[src/hdl/atsp_pkg.sv]
// Shared types, constants and helper functions of the terminal stream parser.
package atsp_pkg;

   localparam int GRID_COLS_DEF      = 53;
   localparam int GRID_ROWS_DEF      = 20;
   localparam int PARAM_DEPTH_DEF    = 24;
   localparam int MAX_SGR_PARAMS_DEF = 16;
   localparam int QUEUE_DEPTH_DEF    = 4;

   localparam logic [7:0] CH_ESC    = 8'h1b;
   localparam logic [7:0] CH_LBRACK = 8'h5b;
   localparam logic [7:0] CH_SEMI   = 8'h3b;
   localparam logic [7:0] CH_ZERO   = 8'h30;
   localparam logic [7:0] CH_NINE   = 8'h39;
   localparam logic [7:0] CH_SPACE  = 8'h20;
   localparam logic [7:0] FIN_LO    = 8'h40;
   localparam logic [7:0] FIN_HI    = 8'h7e;
   localparam logic [7:0] FIN_CUP   = 8'h48;  // H
   localparam logic [7:0] FIN_HVP   = 8'h66;  // f
   localparam logic [7:0] FIN_ED    = 8'h4a;  // J
   localparam logic [7:0] FIN_SGR   = 8'h6d;  // m
   localparam logic [7:0] FIN_BL    = 8'h70;  // p

   localparam logic [15:0] NUM_MAX  = 16'hffff;
   localparam logic [3:0]  FG_RESET = 4'd7;
   localparam int          RSP_DATA_W = 48;

   // work items handed from the front end to the executor
   typedef enum logic [1:0] {
      OP_GLYPH = 2'd0,
      OP_START = 2'd1,
      OP_PARAM = 2'd2,
      OP_FINAL = 2'd3
   } op_type;

   typedef struct packed {
      op_type      op;
      logic [15:0] data;
   } op_item_type;

   typedef struct packed {
      logic [3:0] fg;
      logic [3:0] bg;
      logic [3:0] attr;  // bit 0 bold, 1 dim, 2 underline, 3 inverse
   } sgr_state_type;

   typedef struct packed {
      logic        kind;
      logic [4:0]  cell_row;
      logic [5:0]  cell_col;
      logic [15:0] code_point;
      logic [3:0]  fg_index;
      logic [3:0]  bg_index;
      logic        dim;
      logic        underline;
      logic [7:0]  backlight_duty;
   } rsp_type;

   function automatic logic is_digit(input logic [7:0] ch);
      return (ch >= CH_ZERO) && (ch <= CH_NINE);
   endfunction

   // v * 10 + digit, saturating at 65535
   function automatic logic [15:0] add_digit(input logic [15:0] v, input logic [7:0] ch);
      logic [19:0] t;
      t = {1'b0, v, 3'b000} + {3'b000, v, 1'b0} + {16'd0, ch[3:0]};
      return (t > {4'd0, NUM_MAX}) ? NUM_MAX : t[15:0];
   endfunction

   function automatic sgr_state_type sgr_apply(input logic [15:0] p, input sgr_state_type s);
      sgr_state_type r;
      r = s;
      if (p == 16'd0) begin
         r.fg = FG_RESET;
         r.bg = 4'd0;
         r.attr = 4'd0;
      end else if (p == 16'd1) begin
         r.attr[0] = 1'b1;
      end else if (p == 16'd2) begin
         r.attr[1] = 1'b1;
      end else if (p == 16'd4) begin
         r.attr[2] = 1'b1;
      end else if (p == 16'd7) begin
         r.attr[3] = 1'b1;
      end else if (p >= 16'd30 && p <= 16'd37) begin
         r.fg = 4'(p - 16'd30);
      end else if (p >= 16'd90 && p <= 16'd97) begin
         r.fg = 4'(p - 16'd82);
      end else if (p >= 16'd40 && p <= 16'd47) begin
         r.bg = 4'(p - 16'd40);
      end else if (p >= 16'd100 && p <= 16'd107) begin
         r.bg = 4'(p - 16'd92);
      end
      return r;
   endfunction

endpackage

[src/hdl/ansi_terminal_stream_parser.sv]
// Top level of the ANSI terminal stream parser: classifier, queue and executor.
//
//   channel   dir   handshake              payload
//   req_      in    req_tvalid/req_tready  req_tdata[7:0] = rx_byte
//   rsp_      out   rsp_tvalid/rsp_tready  rsp_tuser = kind, rsp_tdata = cell/duty fields
//
// The classifier takes one word per cycle while the queue has room. The
// executor handles a glyph or a parameter byte from its idle state, and for
// the CSI final bytes H, f, m and p walks the parameter buffer one entry a
// cycle through its registered read port, then applies the result in a
// finish state; at most PARAM_DEPTH parameter bytes are stored.
// Reset is synchronous and clears the parse mode, cursor and attributes; the
// parameter buffer holds no reset value. A stalled result holds the executor,
// the queue then fills and req_tready drops.
module ansi_terminal_stream_parser
   import atsp_pkg::*;
#(
   parameter int GRID_COLS      = GRID_COLS_DEF,
   parameter int GRID_ROWS      = GRID_ROWS_DEF,
   parameter int PARAM_DEPTH    = PARAM_DEPTH_DEF,
   parameter int MAX_SGR_PARAMS = MAX_SGR_PARAMS_DEF,
   parameter int QUEUE_DEPTH    = QUEUE_DEPTH_DEF
)(
   input  logic                  clock,
   input  logic                  reset,
   input  logic                  req_tvalid,
   output logic                  req_tready,
   input  logic [7:0]            req_tdata,   // [7:0] rx_byte
   output logic                  rsp_tvalid,
   input  logic                  rsp_tready,
   output logic                  rsp_tuser,   // [0] kind
   // [4:0] cell_row, [10:5] cell_col, [26:11] code_point, [30:27] fg_index,
   // [34:31] bg_index, [35] dim, [36] underline, [44:37] backlight_duty, rest zero
   output logic [RSP_DATA_W-1:0] rsp_tdata
);

   logic        q_full, push, head_valid, pop;
   op_item_type push_item, head_item;
   rsp_type     rsp_data;

   atsp_front u_front (
      .clock      (clock),
      .reset      (reset),
      .req_tvalid (req_tvalid),
      .req_tready (req_tready),
      .req_tdata  (req_tdata),
      .q_full     (q_full),
      .push       (push),
      .push_item  (push_item)
   );

   atsp_queue #(
      .QUEUE_DEPTH (QUEUE_DEPTH)
   ) u_queue (
      .clock      (clock),
      .reset      (reset),
      .push       (push),
      .push_item  (push_item),
      .full       (q_full),
      .head_valid (head_valid),
      .head_item  (head_item),
      .pop        (pop)
   );

   atsp_exec #(
      .GRID_COLS      (GRID_COLS),
      .GRID_ROWS      (GRID_ROWS),
      .PARAM_DEPTH    (PARAM_DEPTH),
      .MAX_SGR_PARAMS (MAX_SGR_PARAMS)
   ) u_exec (
      .clock      (clock),
      .reset      (reset),
      .head_valid (head_valid),
      .head_item  (head_item),
      .pop        (pop),
      .rsp_tvalid (rsp_tvalid),
      .rsp_tready (rsp_tready),
      .rsp_data   (rsp_data)
   );

   // pack result fields, lowest field first
   assign rsp_tuser = rsp_data.kind;
   assign rsp_tdata = {3'b000,
                       rsp_data.backlight_duty,
                       rsp_data.underline,
                       rsp_data.dim,
                       rsp_data.bg_index,
                       rsp_data.fg_index,
                       rsp_data.code_point,
                       rsp_data.cell_col,
                       rsp_data.cell_row};

endmodule

[src/hdl/atsp_front.sv]
// Byte classifier: escape mode tracking and UTF-8 assembly into work items.
module atsp_front
   import atsp_pkg::*;
(
   input  logic        clock,
   input  logic        reset,
   input  logic        req_tvalid,
   output logic        req_tready,
   input  logic [7:0]  req_tdata,
   input  logic        q_full,
   output logic        push,
   output op_item_type push_item
);

   typedef enum logic [2:0] {
      MODE_TEXT = 3'b001,
      MODE_ESC  = 3'b010,
      MODE_CSI  = 3'b100
   } mode_type;

   mode_type    mode_ff, mode_in;
   logic [15:0] acc_ff, acc_in;
   logic [1:0]  rem_ff, rem_in;
   logic        take;
   logic [15:0] acc_next;

   assign req_tready = !q_full;
   assign take       = req_tvalid && req_tready;
   assign acc_next   = {acc_ff[9:0], req_tdata[5:0]};

   always_comb begin
      mode_in   = mode_ff;
      acc_in    = acc_ff;
      rem_in    = rem_ff;
      push      = 1'b0;
      push_item = '{op: OP_GLYPH, data: {8'd0, req_tdata}};
      if (take) begin
         unique case (mode_ff)
            MODE_ESC: begin
               if (req_tdata == CH_LBRACK) begin
                  mode_in = MODE_CSI;
                  push = 1'b1;
                  push_item.op = OP_START;
               end else begin
                  mode_in = MODE_TEXT;
               end
            end
            MODE_CSI: begin
               push = 1'b1;
               if (req_tdata >= FIN_LO && req_tdata <= FIN_HI) begin
                  mode_in = MODE_TEXT;
                  push_item.op = OP_FINAL;
               end else begin
                  push_item.op = OP_PARAM;
               end
            end
            default: begin
               if (req_tdata == CH_ESC) begin
                  mode_in = MODE_ESC;
               end else if (rem_ff != 2'd0) begin
                  acc_in = acc_next;
                  rem_in = rem_ff - 2'd1;
                  if (rem_ff == 2'd1) begin
                     push = 1'b1;
                     push_item.data = acc_next;
                  end
               end else if (!req_tdata[7]) begin
                  push = (req_tdata >= CH_SPACE);
               end else if (req_tdata[7:5] == 3'b110) begin
                  acc_in = {11'd0, req_tdata[4:0]};
                  rem_in = 2'd1;
               end else if (req_tdata[7:4] == 4'b1110) begin
                  acc_in = {12'd0, req_tdata[3:0]};
                  rem_in = 2'd2;
               end
            end
         endcase
      end
   end

   always_ff @(posedge clock) begin
      if (reset) begin
         mode_ff <= MODE_TEXT;
         acc_ff  <= 16'd0;
         rem_ff  <= 2'd0;
      end else begin
         mode_ff <= mode_in;
         acc_ff  <= acc_in;
         rem_ff  <= rem_in;
      end
   end

endmodule

[src/hdl/atsp_queue.sv]
// Small work-item queue between the classifier and the executor.
module atsp_queue
   import atsp_pkg::*;
#(
   parameter int QUEUE_DEPTH = QUEUE_DEPTH_DEF
)(
   input  logic        clock,
   input  logic        reset,
   input  logic        push,
   input  op_item_type push_item,
   output logic        full,
   output logic        head_valid,
   output op_item_type head_item,
   input  logic        pop
);

   localparam int PTR_W = (QUEUE_DEPTH > 1) ? $clog2(QUEUE_DEPTH) : 1;
   localparam int CNT_W = $clog2(QUEUE_DEPTH + 1);

   op_item_type       slots_ff [QUEUE_DEPTH];
   logic [PTR_W-1:0]  wr_ff, wr_in, rd_ff, rd_in;
   logic [CNT_W-1:0]  cnt_ff, cnt_in;
   logic              do_pop;

   assign full       = (cnt_ff == CNT_W'(QUEUE_DEPTH));
   assign head_valid = (cnt_ff != '0);
   assign head_item  = slots_ff[rd_ff];
   assign do_pop     = pop && head_valid;

   always_comb begin
      wr_in  = wr_ff;
      rd_in  = rd_ff;
      cnt_in = cnt_ff;
      if (push) begin
         wr_in = (wr_ff == PTR_W'(QUEUE_DEPTH - 1)) ? '0 : wr_ff + PTR_W'(1);
      end
      if (do_pop) begin
         rd_in = (rd_ff == PTR_W'(QUEUE_DEPTH - 1)) ? '0 : rd_ff + PTR_W'(1);
      end
      if (push && !do_pop) begin
         cnt_in = cnt_ff + CNT_W'(1);
      end else if (do_pop && !push) begin
         cnt_in = cnt_ff - CNT_W'(1);
      end
   end

   always_ff @(posedge clock) begin
      if (push) begin
         slots_ff[wr_ff] <= push_item;
      end
   end

   always_ff @(posedge clock) begin
      if (reset) begin
         wr_ff  <= '0;
         rd_ff  <= '0;
         cnt_ff <= '0;
      end else begin
         wr_ff  <= wr_in;
         rd_ff  <= rd_in;
         cnt_ff <= cnt_in;
      end
   end

endmodule

[src/hdl/atsp_exec.sv]
// Executor: cursor and attribute state, parameter buffer walk, result register.
module atsp_exec
   import atsp_pkg::*;
#(
   parameter int GRID_COLS      = GRID_COLS_DEF,
   parameter int GRID_ROWS      = GRID_ROWS_DEF,
   parameter int PARAM_DEPTH    = PARAM_DEPTH_DEF,
   parameter int MAX_SGR_PARAMS = MAX_SGR_PARAMS_DEF
)(
   input  logic        clock,
   input  logic        reset,
   input  logic        head_valid,
   input  op_item_type head_item,
   output logic        pop,
   output logic        rsp_tvalid,
   input  logic        rsp_tready,
   output rsp_type     rsp_data
);

   localparam int ADDR_W = $clog2(PARAM_DEPTH);
   localparam int CNT_W  = $clog2(PARAM_DEPTH + 1);
   localparam int USED_W = $clog2(MAX_SGR_PARAMS + 1);

   typedef enum logic [2:0] {
      ST_IDLE   = 3'b001,
      ST_WALK   = 3'b010,
      ST_FINISH = 3'b100
   } state_type;

   state_type        state_ff, state_in;
   logic [7:0]       pbuf [PARAM_DEPTH];
   logic [CNT_W-1:0] count_ff, count_in;
   logic [CNT_W-1:0] idx_ff, idx_in;
   logic             rvalid_ff, rvalid_in;
   logic [7:0]       rdata_ff;
   logic [7:0]       fin_ff, fin_in;
   logic [15:0]      acc_a_ff, acc_a_in, acc_b_ff, acc_b_in;
   logic [1:0]       field_ff, field_in;
   logic             any_ff, any_in;
   logic [USED_W-1:0] used_ff, used_in;
   logic [15:0]      row_ff, row_in, col_ff, col_in;
   sgr_state_type    sgr_ff, sgr_in;
   logic             out_valid_ff, out_valid_in;
   rsp_type          out_ff, out_in;
   logic             out_free, pbuf_wr;
   logic [3:0]       fg_eff, bg_eff;
   logic             off_grid;
   logic [15:0]      col_step;

   assign out_free   = !out_valid_ff || rsp_tready;
   assign rsp_tvalid = out_valid_ff;
   assign rsp_data   = out_ff;
   assign off_grid   = (row_ff >= 16'(GRID_ROWS)) || (col_ff >= 16'(GRID_COLS));
   assign col_step   = (col_ff == NUM_MAX) ? col_ff : col_ff + 16'd1;
   assign pbuf_wr    = (state_ff == ST_IDLE) && head_valid &&
                       (head_item.op == OP_PARAM) && (count_ff < CNT_W'(PARAM_DEPTH));

   always_comb begin
      fg_eff = sgr_ff.attr[0] ? (sgr_ff.fg | 4'd8) : sgr_ff.fg;
      bg_eff = sgr_ff.bg;
      if (sgr_ff.attr[3]) begin
         fg_eff = sgr_ff.bg;
         bg_eff = sgr_ff.attr[0] ? (sgr_ff.fg | 4'd8) : sgr_ff.fg;
      end
   end

   always_comb begin
      state_in     = state_ff;
      count_in     = count_ff;
      idx_in       = idx_ff;
      rvalid_in    = 1'b0;
      fin_in       = fin_ff;
      acc_a_in     = acc_a_ff;
      acc_b_in     = acc_b_ff;
      field_in     = field_ff;
      any_in       = any_ff;
      used_in      = used_ff;
      row_in       = row_ff;
      col_in       = col_ff;
      sgr_in       = sgr_ff;
      pop          = 1'b0;
      out_valid_in = out_valid_ff && !rsp_tready;
      out_in       = out_ff;

      unique case (state_ff)
         ST_WALK: begin
            if (idx_ff < count_ff) begin
               idx_in    = idx_ff + CNT_W'(1);
               rvalid_in = 1'b1;
            end else if (!rvalid_ff) begin
               state_in = ST_FINISH;
            end
            if (rvalid_ff) begin
               if (fin_ff == FIN_SGR) begin
                  if (rdata_ff == CH_SEMI) begin
                     if (used_ff < USED_W'(MAX_SGR_PARAMS)) begin
                        sgr_in  = sgr_apply(acc_a_ff, sgr_ff);
                        used_in = used_ff + USED_W'(1);
                     end
                     acc_a_in = 16'd0;
                  end else if (is_digit(rdata_ff)) begin
                     acc_a_in = add_digit(acc_a_ff, rdata_ff);
                  end
               end else if (fin_ff == FIN_BL) begin
                  if (is_digit(rdata_ff)) begin
                     acc_a_in = add_digit(acc_a_ff, rdata_ff);
                     any_in   = 1'b1;
                  end
               end else begin
                  // cursor position: row then column, later fields ignored
                  if (rdata_ff == CH_SEMI) begin
                     field_in = (field_ff == 2'd2) ? field_ff : field_ff + 2'd1;
                  end else if (is_digit(rdata_ff)) begin
                     if (field_ff == 2'd0) begin
                        acc_a_in = add_digit(acc_a_ff, rdata_ff);
                     end else if (field_ff == 2'd1) begin
                        acc_b_in = add_digit(acc_b_ff, rdata_ff);
                     end
                  end
               end
            end
         end
         ST_FINISH: begin
            if (fin_ff == FIN_SGR) begin
               if (used_ff < USED_W'(MAX_SGR_PARAMS)) begin
                  sgr_in = sgr_apply(acc_a_ff, sgr_ff);
               end
               state_in = ST_IDLE;
            end else if (fin_ff == FIN_BL) begin
               if (!any_ff) begin
                  state_in = ST_IDLE;
               end else if (out_free) begin
                  out_valid_in = 1'b1;
                  out_in = '0;
                  out_in.kind = 1'b1;
                  out_in.backlight_duty = (acc_a_ff > 16'd255) ? 8'hff : acc_a_ff[7:0];
                  state_in = ST_IDLE;
               end
            end else begin
               row_in   = (acc_a_ff != 16'd0) ? acc_a_ff - 16'd1 : 16'd0;
               col_in   = (acc_b_ff != 16'd0) ? acc_b_ff - 16'd1 : 16'd0;
               state_in = ST_IDLE;
            end
         end
         default: begin
            if (head_valid) begin
               unique case (head_item.op)
                  OP_GLYPH: begin
                     if (off_grid) begin
                        col_in = col_step;
                        pop    = 1'b1;
                     end else if (out_free) begin
                        out_valid_in       = 1'b1;
                        out_in             = '0;
                        out_in.cell_row    = row_ff[4:0];
                        out_in.cell_col    = col_ff[5:0];
                        out_in.code_point  = head_item.data;
                        out_in.fg_index    = fg_eff;
                        out_in.bg_index    = bg_eff;
                        out_in.dim         = sgr_ff.attr[1];
                        out_in.underline   = sgr_ff.attr[2];
                        col_in             = col_step;
                        pop                = 1'b1;
                     end
                  end
                  OP_START: begin
                     count_in = '0;
                     pop      = 1'b1;
                  end
                  OP_PARAM: begin
                     if (pbuf_wr) begin
                        count_in = count_ff + CNT_W'(1);
                     end
                     pop = 1'b1;
                  end
                  default: begin
                     pop      = 1'b1;
                     fin_in   = head_item.data[7:0];
                     acc_a_in = 16'd0;
                     acc_b_in = 16'd0;
                     field_in = 2'd0;
                     any_in   = 1'b0;
                     used_in  = '0;
                     idx_in   = '0;
                     if (head_item.data[7:0] == FIN_ED) begin
                        row_in = 16'd0;
                        col_in = 16'd0;
                     end else if (head_item.data[7:0] == FIN_CUP ||
                                  head_item.data[7:0] == FIN_HVP ||
                                  head_item.data[7:0] == FIN_SGR ||
                                  head_item.data[7:0] == FIN_BL) begin
                        state_in = ST_WALK;
                     end
                  end
               endcase
            end
         end
      endcase
   end

   // parameter buffer: one write port, one registered read port
   always_ff @(posedge clock) begin
      if (pbuf_wr) begin
         pbuf[count_ff[ADDR_W-1:0]] <= head_item.data[7:0];
      end
      rdata_ff <= pbuf[idx_ff[ADDR_W-1:0]];
   end

   always_ff @(posedge clock) begin
      fin_ff   <= fin_in;
      acc_a_ff <= acc_a_in;
      acc_b_ff <= acc_b_in;
      field_ff <= field_in;
      any_ff   <= any_in;
      used_ff  <= used_in;
      idx_ff   <= idx_in;
      out_ff   <= out_in;
   end

   always_ff @(posedge clock) begin
      if (reset) begin
         state_ff     <= ST_IDLE;
         count_ff     <= '0;
         rvalid_ff    <= 1'b0;
         row_ff       <= 16'd0;
         col_ff       <= 16'd0;
         sgr_ff       <= '{fg: FG_RESET, bg: 4'd0, attr: 4'd0};
         out_valid_ff <= 1'b0;
      end else begin
         state_ff     <= state_in;
         count_ff     <= count_in;
         rvalid_ff    <= rvalid_in;
         row_ff       <= row_in;
         col_ff       <= col_in;
         sgr_ff       <= sgr_in;
         out_valid_ff <= out_valid_in;
      end
   end

endmodule
[config.mk]
export PLATFORM = sky130hd
export DESIGN_NAME = ansi_terminal_stream_parser
export DESIGN_NICKNAME = d
export VERILOG_FILES = /design/src/hdl/atsp_pkg.sv /design/src/hdl/ansi_terminal_stream_parser.sv /design/src/hdl/atsp_front.sv /design/src/hdl/atsp_queue.sv /design/src/hdl/atsp_exec.sv
export SDC_FILE = /design/constraint.sdc
export NUM_CORES = 1
export LEC_CHECK = 0
export BUFFER_PORTS_ARGS = -buffer_cell sky130_fd_sc_hd__buf_2
export CAP_MARGIN = 20
export CORE_ASPECT_RATIO = 0.8
export CORE_MARGIN = 5
export CORE_UTILIZATION = 55
export CTS_CLUSTER_DIAMETER = 40
export DETAILED_ROUTE_END_ITERATION = 8
export HOLD_SLACK_MARGIN = 0.06
export PLACE_DENSITY = 0.72
export RECOVER_POWER = 100
export SETUP_SLACK_MARGIN = 0.1
export SKIP_CTS_REPAIR_TIMING = 1
export SLEW_MARGIN = 0
export SYNTH_ARGS = -nofsm -noshare
export SYNTH_HDL_FRONTEND = slang
export SYNTH_SLANG_ARGS = --single-unit
export TNS_END_PERCENT = 10
[constraint.sdc]
create_clock -name clock -period 6.15 [get_ports clock]
set_input_delay 0.9225 -clock clock [delete_from_list [all_inputs] [get_ports clock]]
set_output_delay 0.9225 -clock clock [all_outputs]
set_load 0.01 [all_outputs]
==> impl_metrics.py, run 1 <==
metrics = {
    "power": {
        "irDropWorstVdd_uv": 260.3,
        "power-per-cell-area_mw_per_mm2": 417.6,
        "leakage_nw": 8.269,
    },
    "synthesis": {
        "synth_edf_count": 363,
        "ys_types": 89,
        "synth_top_area_share": 0.5109,
        "yosysTopAreaCell": "edfxtp_1",
        "ys_ff_latch": 449,
        "synth_warnings": 0,
        "ys_top_cells_by_area": "edfxtp_1 51%, dfxtp_1 8.1%, mux4_2 7.8%",
        "avgSynthCellArea_sq_um": 13.14,
        "syn_area_sq_mm": 0.02134,
        "synthCells": 1624,
        "yosysSeqAreaShare": 0.5916,
        "async_flop_share": 0,
        "yosys_most_used_dff": "edfxtp_1",
    },
    "timing": {
        "slew_headroom": -0.07813,
        "rsz0062_at_grt": "no",
        "drv_slew": 50,
        "worst_pin_slew_ns": 1.617,
        "fin_crit_ns": 4.543,
        "hold_violations": 0,
        "setup_tns_ns": 0,
        "setup_viol": 0,
        "setup_ws_ns": 1.607,
        "fin_crit_sh": 0.7387,
        "max_clock_freq_mhz": 220.1,
        "whs_ns": 0.4573,
        "skew_ns": 0.02218,
    },
    "worst_setup_path": {
        "cp.required_ns": 6.39,
        "reg2regPathDepth": 10,
        "r2r-start": "u_exec.acc_b_ff[0]",
        "startpoint_type": "flop",
        "crit_path_max_fanout": 16,
        "slowest_stage": "nor4b_2",
        "critPathBufInv": 0,
        "r2r-end": "u_exec.acc_b_ff[15]",
        "reg2reg_slack_ns": 1.61,
        "arrival_ns": 4.79,
        "end_kind": "flop",
        "crit_start": "u_exec.acc_b_ff[0]",
        "cp_top_family": "compound AO/OA/AOI/OAI gates",
        "crit_cells": 10,
        "slowest_delay_ns": 1.25,
        "timing.setup.critical_path_class": "reg -> reg",
        "setup.worst_path.end": "u_exec.acc_b_ff[15]",
        "cp_cell_sequence": "fa_1, ha_1, a211o_1, o211ai_1, o2bb2ai_1, nor3_1, o41ai_1, a31oi_1, nor4b_2, a21oi_1",
    },
    "clock_network": {
        "cts_num_sinks": 449,
        "htree_num_levels": 2,
        "cts_buffer_depth": 3,
        "clock-root-buffer": "clkbuf_16",
        "tritoncts": "done",
        "path_clk_slew_ns": 0.06,
        "cts_buffers": 51,
        "insertion_delay_ns": 0.58,
    },
    "drt": {
        "drt_iter0_drc": 1322,
        "via_per_inst": 6.067,
        "drt-total-wl_microns": 47560,
        "wire_per_inst_microns": 21.44,
        "final_antenna_net_count": 0,
        "vias": 13460,
        "first_pass_iters": 5,
        "drc_errors": 0,
    },
    "global_routing": {
        "use_met2": 0.3394,
        "top_usage_layer": "met2",
        "track_usage": 0.2231,
        "use_met3": 0.04158,
        "gr-total-overflow": 0,
        "use_met1": 0.3381,
        "grt_max_degree": 64,
        "grt_pass1_wl_microns": 75470,
        "antenna_found_initial": 0,
        "grt_pass1_vias": 13310,
    },
    "cells_and_area": {
        "num_antenna_cells": 0,
        "fin_cells": 2218,
        "syn2layout_area_growth_pct": 11.21,
        "fillers": 2909,
        "num-nets-final": 1795,
        "drive_gt1_frac": 0.1103,
    },
    "die": {
        "start_util": 0.5574,
        "fp.dieW_microns": 230.2,
        "rows": 64,
        "core_area_sq_mm": 0.03828,
        "ioPinCount": 63,
        "die-area_sq_mm": 0.04286,
        "die_y_microns": 186.2,
    },
    "run_status": {
        "status": "complete, but fails checks",
        "violations": "max-capacitance violations, max-slew violations",
    },
    "placement": {
        "dp_cells": 2121,
        "numPortBuffers": 59,
        "gp_routability_congestion": 0.8359,
        "dp_hpwl_microns": 31040,
        "place_ws_ns": 2.140,
    },
    "flow_run": {
        "maxCapViolCount": 3,
    },
    "worst_hold_path": {
        "hold_class": "reg -> reg",
    },
}
[synthesized netlist by cell type (all sizes together), types with 20 or more instances]
library cell  number
xnor2             32
mux4              74
o21ai             46
and2              57
clkbuf            42
xor2              30
mux2i             29
a21oi            112
nor3              37
buf               28
nor2             176
edfxtp           363
a21o              20
inv               43
nand3             31
ha                97
dfxtp             86
nand2            102
[worst min-delay path: stages (launching register included)]
cell and delay (ns):
dfxtp_1 0.31, nand2_1 0.05, a21oi_1 0.05
[placed cells by master, fill, tap and decap left out, types with 27 or more instances in the layout]
master,n
xnor2_1,32
dfxtp_1,86
nor3_1,37
mux2i_1,29
clkbuf_1,66
nand3_1,31
o21ai_0,44
a21oi_1,110
mux4_2,74
ha_1,97
xor2_1,30
edfxtp_1,363
clkbuf_16,52
nand2_1,102
inv_1,43
and2_0,30
nor2_1,176
and2_1,27
[kinds of logic after synthesis]
family,Yosys count,share of synthesized area
other,1,0.0001758
XOR/XNOR,62,0.02545
flip-flops,449,0.5916
multiplexers,104,0.09225
AO/OA/AOI/OAI,291,0.08943
buffers and inverters,113,0.02258
AND/OR/NAND/NOR,501,0.1160
adder cells (fa/ha/maj),103,0.06251
[sequential cells by signal, summed over array words and instances, names as in the netlist, 5 cells and up, named ones only]
signal,cells
u_exec.col_ff,16
u_exec.rdata_ff,8
u_exec.sgr_ff,12
u_exec.row_ff,16
u_exec.fin_ff,8
u_exec.pbuf,192
u_exec.idx_ff,5
u_exec.acc_b_ff,16
u_front.acc_ff,10
u_exec.count_ff,5
u_queue.slots_ff,72
u_exec.used_ff,5
u_exec.rsp_data,46
u_exec.acc_a_ff,16
[area by class of cell]
| cell class | instances | area (sq um) | area share |
|---|---|---|---|
| clock inverter | 33 | 424.2 | 0.01788 |
| sequential | 449 | 12620 | 0.5320 |
| clock buffer | 63 | 1363 | 0.05743 |
| multi-input combinational | 1064 | 8220 | 0.3465 |
| timing repair buffer | 71 | 316.6 | 0.01334 |
| tap | 495 | 619.3 | 0.02610 |
| inverter | 43 | 161.4 | 0.006803 |
[power by group]
part	switching, W	internal (W)	leakage [nW]
Sequential	0.000271	0.00380	3.99
Clock	0.00127	0.00190	0.870
Combinational	0.00166	0.00100	3.41
[worst min path at each step]
stage / startpoint / to / slack (ns) / cells after the start
6_report: u_front.acc_ff[9] / u_front.acc_ff[9] / 0.46 / 2
5_1_grt: u_front.acc_ff[6] / u_front.acc_ff[6] / 0.47 / 2
4_1_cts: u_front.acc_ff[6] / u_front.acc_ff[6] / 0.45 / 2
3_5_place_dp: u_front.acc_ff[6] / u_front.acc_ff[6] / 0.45 / 2
3_3_place_gp: u_front.acc_ff[9] / u_front.acc_ff[9] / 0.44 / 2
2_1_floorplan: u_exec.row_ff[1] / u_exec.row_ff[1] / 0.43 / 2
[routing by layer]
metal  up-vias  share of wire
li1       6263              -
met1      6668           0.46
met2       443           0.45
met3        82          0.068
met4         0          0.022
met5         -              0
[metrics by stage]
step                      utilization  area (sq um)  power (W)
after floorplan                     -         21340   0.005971
after global placement         0.5759         22040   0.006748
after global routing           0.6199         23730    0.01043
after CTS                      0.6226         23830    0.01000
final                          0.6199         23730   0.009909
after detailed placement       0.5759         22040   0.006816
(Power assumes the default switching activity.)
==> run 2, diff against run 1 <==
Clock period 6.15 ns to 4.5 ns, I/O delays scaled along.
==> run 2 against run 1 <==
Against the previous run: the flow still finishes with violations (max-capacitance violations, max-slew violations); sequential cell count is the same; maximum frequency rose by 13%; first-iteration DRC count rose by 19%; register-to-register slack got worse by 1.1 ns; cell count up 0.41%; clock-buffer cell count rose by 4; largest power group unchanged; highest routed layer unchanged.
==> impl_metrics.py, run 2 (synthesized netlist as in run 1, its figures left out) <==
metrics = {
    "power": {
        "irDropWorstVdd_uv": 365.4,
        "leakage_nw": 8.261,
        "power-per-cell-area_mw_per_mm2": 561.5,
    },
    "cells_and_area": {
        "syn2layout_area_growth_pct": 11.00,
        "num-nets-final": 1809,
        "drive_gt1_frac": 0.1132,
        "largest_reg_flops": 192,
        "num_antenna_cells": 0,
        "fillers": 2896,
        "final_cell_mix": "363 x edfxtp_1, 176 x nor2_1, 109 x a21oi_1, 102 x nand2_1, 97 x ha_1",
        "final_common_cell": "edfxtp_1",
        "post-route-util": 0.6187,
        "stdcell_area_sq_mm": 0.02368,
    },
    "die": {
        "ioPinCount": 63,
        "start_util": 0.5574,
        "die_y_microns": 186.2,
        "die-area_sq_mm": 0.04286,
        "fp.dieW_microns": 230.2,
        "rows": 64,
        "core_area_sq_mm": 0.03828,
    },
    "drt": {
        "drc_errors": 0,
        "drt_iter0_drc": 1569,
        "vias": 13610,
        "via_per_inst": 6.109,
        "first_pass_iters": 5,
        "final_antenna_net_count": 0,
        "wire_per_inst_microns": 21.43,
        "drt-total-wl_microns": 47720,
    },
    "timing": {
        "rsz0062_at_grt": "no",
        "hold_violations": 0,
        "slew_headroom": -0.1006,
        "skew_ns": 0.01673,
        "worst_pin_slew_ns": 1.634,
        "setup_viol": 0,
        "setup_tns_ns": 0,
        "fin_crit_ns": 4.006,
        "whs_ns": 0.4507,
        "max_clock_freq_mhz": 249.6,
        "fin_crit_sh": 0.8902,
        "drv_slew": 74,
    },
    "placement": {
        "numPortBuffers": 59,
        "postPlaceCellArea_sq_mm": 0.02216,
        "gp_routability_congestion": 0.8747,
        "dp_hpwl_microns": 30860,
    },
    "global_routing": {
        "grt_pass1_wl_microns": 74560,
        "antenna_found_initial": 2,
        "track_usage": 0.2210,
        "grt_pass1_vias": 13130,
        "grt_max_degree": 61,
        "gr-total-overflow": 0,
    },
    "worst_setup_path": {
        "slowest_stage": "fa_1",
        "end_kind": "flop",
        "arrival_ns": 4.23,
        "reg2reg_slack_ns": 0.49,
        "slowest_delay_ns": 0.54,
        "timing.setup.critical_path_class": "reg -> reg",
        "crit_path_max_fanout": 16,
        "cp_cell_sequence": "fa_1, ha_1, a211o_1, o211ai_1, o2bb2ai_1, nor3_1, o41ai_1, a31oi_1, nor4b_4, clkbuf_2, a21oi_1",
        "startpoint_type": "flop",
        "cp.required_ns": 4.73,
    },
    "clock_network": {
        "cts_buffer_depth": 3,
        "insertion_delay_ns": 0.57,
        "path_clk_slew_ns": 0.06,
        "tritoncts": "done",
        "clock-root-buffer": "clkbuf_16",
        "cts_buffers": 50,
        "htree_num_levels": 2,
        "cts_num_sinks": 449,
    },
    "run_status": {
        "status": "complete, but fails checks",
        "violations": "max-capacitance violations, max-slew violations",
    },
    "worst_hold_path": {
        "hold_class": "reg -> reg",
    },
    "flow_run": {
        "maxCapViolCount": 3,
    },
}
run 2: critical path: cells and delay by family, from the launching register on:
kind / cells / cell delay (ns)
and+or+nand+nor: 2 / 0.35
DFF: 1 / 0.51
adders and majority gates: 2 / 0.86
AOI/OAI and AO/OA: 6 / 1.58
buffers and inverters: 1 / 0.36
run 2: final cells by class:
class / instances / area (sq um) / area share
flip-flops and latches: 449 / 12620 / 0.5330
multi-input cells: 1064 / 8240 / 0.3480
clock buffers: 67 / 1428 / 0.06028
well taps: 495 / 619.3 / 0.02615
repair buffers: 86 / 392.9 / 0.01659
clock inverters: 23 / 219.0 / 0.009246
inverters: 43 / 161.4 / 0.006815
run 2: path summary, 6_finish.rpt:
kind,to,startpoint,cells past startpoint
worst max-delay path,u_exec.acc_b_ff[13],u_exec.acc_b_ff[0],11
worst min-delay path,u_front.acc_ff[9],u_front.acc_ff[9],2
worst max register to register,u_exec.acc_b_ff[13],u_exec.acc_b_ff[0],11
worst min register to register,u_front.acc_ff[9],u_front.acc_ff[9],2
run 2: layer usage:
metal,global-route usage,up-vias,wire length [microns]
met3,0.04841,65,3723
li1,-,6304,-
met4,0.04995,0,734
met5,0,-,0
met1,0.3312,6754,21600
met2,0.3385,482,21670
run 2: stage by stage:
step                      setup slack [ns]  total power, W  cells
after global placement              0.7469        0.009237   2137
after floorplan                     0.4640        0.008159   1626
after global routing                0.2410         0.01395   2227
final                               0.4942         0.01330   2227
after detailed placement            0.5992        0.009336   2137
after CTS                           0.5715         0.01339   2227
run 2: power by group:
| part | switching (W) | internal [W] | leakage (nW) |
|---|---|---|---|
| combinational | 0.00235 | 0.00141 | 3.46 |
| sequential | 0.000317 | 0.00519 | 3.99 |
| clock | 0.00171 | 0.00232 | 0.815 |
==> run 3, diff against run 2 <==
Settings changed: PLACE_DENSITY 0.72 to 0.71, TNS_END_PERCENT 10 to default.
Clock period 4.5 ns to 5.2 ns, I/O delays scaled along.
==> run 3 against run 2 <==
Against the previous run: the flow still finishes with violations (max-capacitance violations, max-slew violations); cell area fell by 0.18%; first-iteration DRC count down 13%; sequential cell count is the same; clock power shrank 12%; cell count shrank 0.36%; setup slack better by 0.37 ns; clock-buffer cell count fell by 6; maximum frequency decreased by 7.7%; global-route usage fell by 0.20 points; die area unchanged; critical path type unchanged; critical endpoint is now u_exec.acc_b_ff[0]; largest power group unchanged.
==> impl_metrics.py, run 3 (synthesized netlist as in run 1, its figures left out) <==
metrics = {
    "worst_setup_path": {
        "cp_cell_sequence": "fa_1, ha_1, a211o_1, o211ai_1, o2bb2ai_1, nor3_1, o41ai_1, a31oi_1, nor4b_2, a21oi_1",
        "slowest_stage": "nor4b_2",
        "r2r-start": "u_exec.acc_b_ff[0]",
        "timing.setup.critical_path_class": "reg -> reg",
        "arrival_ns": 4.58,
        "cp.required_ns": 5.44,
        "r2r-end": "u_exec.acc_b_ff[0]",
        "reg2reg_slack_ns": 0.86,
        "crit_path_max_fanout": 16,
        "startpoint_type": "flop",
        "reg2regPathDepth": 10,
        "end_kind": "flop",
        "slowest_delay_ns": 1.06,
    },
    "cells_and_area": {
        "final_cell_mix": "363 x edfxtp_1, 176 x nor2_1, 110 x a21oi_1, 102 x nand2_1, 97 x ha_1",
        "fin_cells": 2219,
        "ff_latch_area_sq_mm": 0.01262,
        "num-nets-final": 1798,
        "drive_gt1_frac": 0.1119,
        "fillers": 2924,
        "largest_reg_flops": 192,
        "multi_input_area_sq_mm": 0.008207,
        "syn2layout_area_growth_pct": 10.80,
        "num_antenna_cells": 0,
        "final_common_cell": "edfxtp_1",
    },
    "drt": {
        "drt_iter0_drc": 1365,
        "via_per_inst": 6.080,
        "vias": 13490,
        "topRoutingLayerUsed": "met4",
        "drt-total-wl_microns": 47490,
        "routedLengthMet1_microns": 21570,
        "wire_per_inst_microns": 21.40,
        "wl_met3_microns": 3589,
        "drc_errors": 0,
        "final_antenna_net_count": 0,
        "dr_wl_met2_microns": 21290,
        "first_pass_iters": 5,
    },
    "global_routing": {
        "gr-total-overflow": 0,
        "antenna_found_initial": 0,
        "grt_pass1_vias": 13130,
        "grt_pass1_wl_microns": 73930,
        "track_usage": 0.2190,
        "grt_max_degree": 51,
    },
    "die": {
        "ioPinCount": 63,
        "rows": 64,
        "die-area_sq_mm": 0.04286,
        "fp.dieW_microns": 230.2,
        "die_y_microns": 186.2,
        "start_util": 0.5574,
        "core_area_sq_mm": 0.03828,
    },
    "placement": {
        "dp_hpwl_microns": 31540,
        "gp_routability_congestion": 0.8729,
        "numPortBuffers": 59,
        "dp_cells": 2125,
    },
    "timing": {
        "fin_crit_ns": 4.340,
        "slew_headroom": -0.06114,
        "worst_pin_slew_ns": 1.592,
        "drv_slew": 33,
        "max_clock_freq_mhz": 230.4,
        "hold_violations": 0,
        "setup_viol": 0,
        "rsz0062_at_grt": "no",
        "skew_ns": 0.02164,
        "fin_crit_sh": 0.8346,
        "setup_tns_ns": 0,
    },
    "clock_network": {
        "clock-root-buffer": "clkbuf_16",
        "path_clk_slew_ns": 0.06,
        "cts_buffers": 50,
        "cts_num_sinks": 449,
        "cts_buffer_depth": 3,
        "htree_num_levels": 2,
        "insertion_delay_ns": 0.57,
        "tritoncts": "done",
    },
    "power": {
        "power_frac_seq": 0.414,
        "power_frac_clock": 0.308,
        "irDropWorstVdd_uv": 389.0,
        "power-per-cell-area_mw_per_mm2": 488.1,
        "switchingPower_w": 0.003762,
        "leakage_nw": 8.246,
        "pwr-share-comb": 0.278,
        "p_int_w": 0.007776,
        "p_sw_frac": 0.3261,
    },
    "flow_run": {
        "maxCapViolCount": 2,
    },
    "worst_hold_path": {
        "worstHoldStart": "u_front.acc_ff[6]",
        "min_path_cells": 2,
        "holdPathEnd": "u_front.acc_ff[6]",
        "hold_class": "reg -> reg",
    },
    "run_status": {
        "status": "complete, but fails checks",
        "violations": "max-capacitance violations, max-slew violations",
    },
}
==> run 3: worst max-delay path, delay by kind of cell (launching register included) <==
| kind | cells | cell delay, ns |
|---|---|---|
| fa+ha+maj | 2 | 0.88 |
| flops | 1 | 0.49 |
| compound gates | 6 | 1.47 |
| simple gates | 2 | 1.16 |
==> run 3: metal layers <==
| layer | vias to the layer above | track usage |
|---|---|---|
| li1 | 6276 | - |
| met1 | 6691 | 0.3277 |
| met2 | 455 | 0.3318 |
| met3 | 70 | 0.04690 |
| met4 | 0 | 0.05951 |
| met5 | - | 0 |
==> run 3: power groups by stage <==
stage          Combinational, W  Clock, W  Sequential (W)
2_1_floorplan           0.00230         0         0.00476
3_3_place_gp            0.00317         0         0.00483
3_5_place_dp            0.00325         0         0.00483
4_1_cts                 0.00328   0.00362         0.00476
5_1_grt                 0.00353   0.00378         0.00481
6_report                0.00321   0.00356         0.00478
==> run 3: cell type report <==
cell class                      instances  area share
Clock buffer                           61     0.05732
Sequential cell                       449      0.5339
Tap cell                              495     0.02620
Multi-Input combinational cell       1064      0.3471
Clock inverter                         32     0.01376
Timing Repair Buffer                   75     0.01482
Inverter                               43    0.006828
==> run 3: worst max-delay path by stage <==
| stage | startpoint | depth (start not counted) | endpoint |
|---|---|---|---|
| floorplan | flop | 9 | u_exec.rsp_data[0] |
| global placement | u_exec.acc_b_ff[0] | 10 | u_exec.acc_b_ff[2] |
| detailed placement | u_exec.acc_b_ff[0] | 10 | u_exec.acc_b_ff[0] |
| CTS | u_exec.acc_b_ff[0] | 10 | u_exec.acc_b_ff[0] |
| global route | u_exec.acc_b_ff[0] | 10 | u_exec.acc_b_ff[1] |
| finish | u_exec.acc_b_ff[0] | 10 | u_exec.acc_b_ff[0] |
==> run 3: through the flow <==
stage | hold WS (ns) | power [W] | area (sq um) | setup WS, ns | util
floorplan | 0.4273 | 0.007062 | 21340 | 0.1526 | -
global placement | 0.4358 | 0.007994 | 22050 | 1.409 | 0.5762
detailed placement | 0.4403 | 0.008088 | 22080 | 1.310 | 0.5769
CTS | 0.4470 | 0.01165 | 23760 | 1.306 | 0.6208
global route | 0.4696 | 0.01211 | 23640 | 0.5101 | 0.6176
finish | 0.4477 | 0.01154 | 23640 | 0.8600 | 0.6176
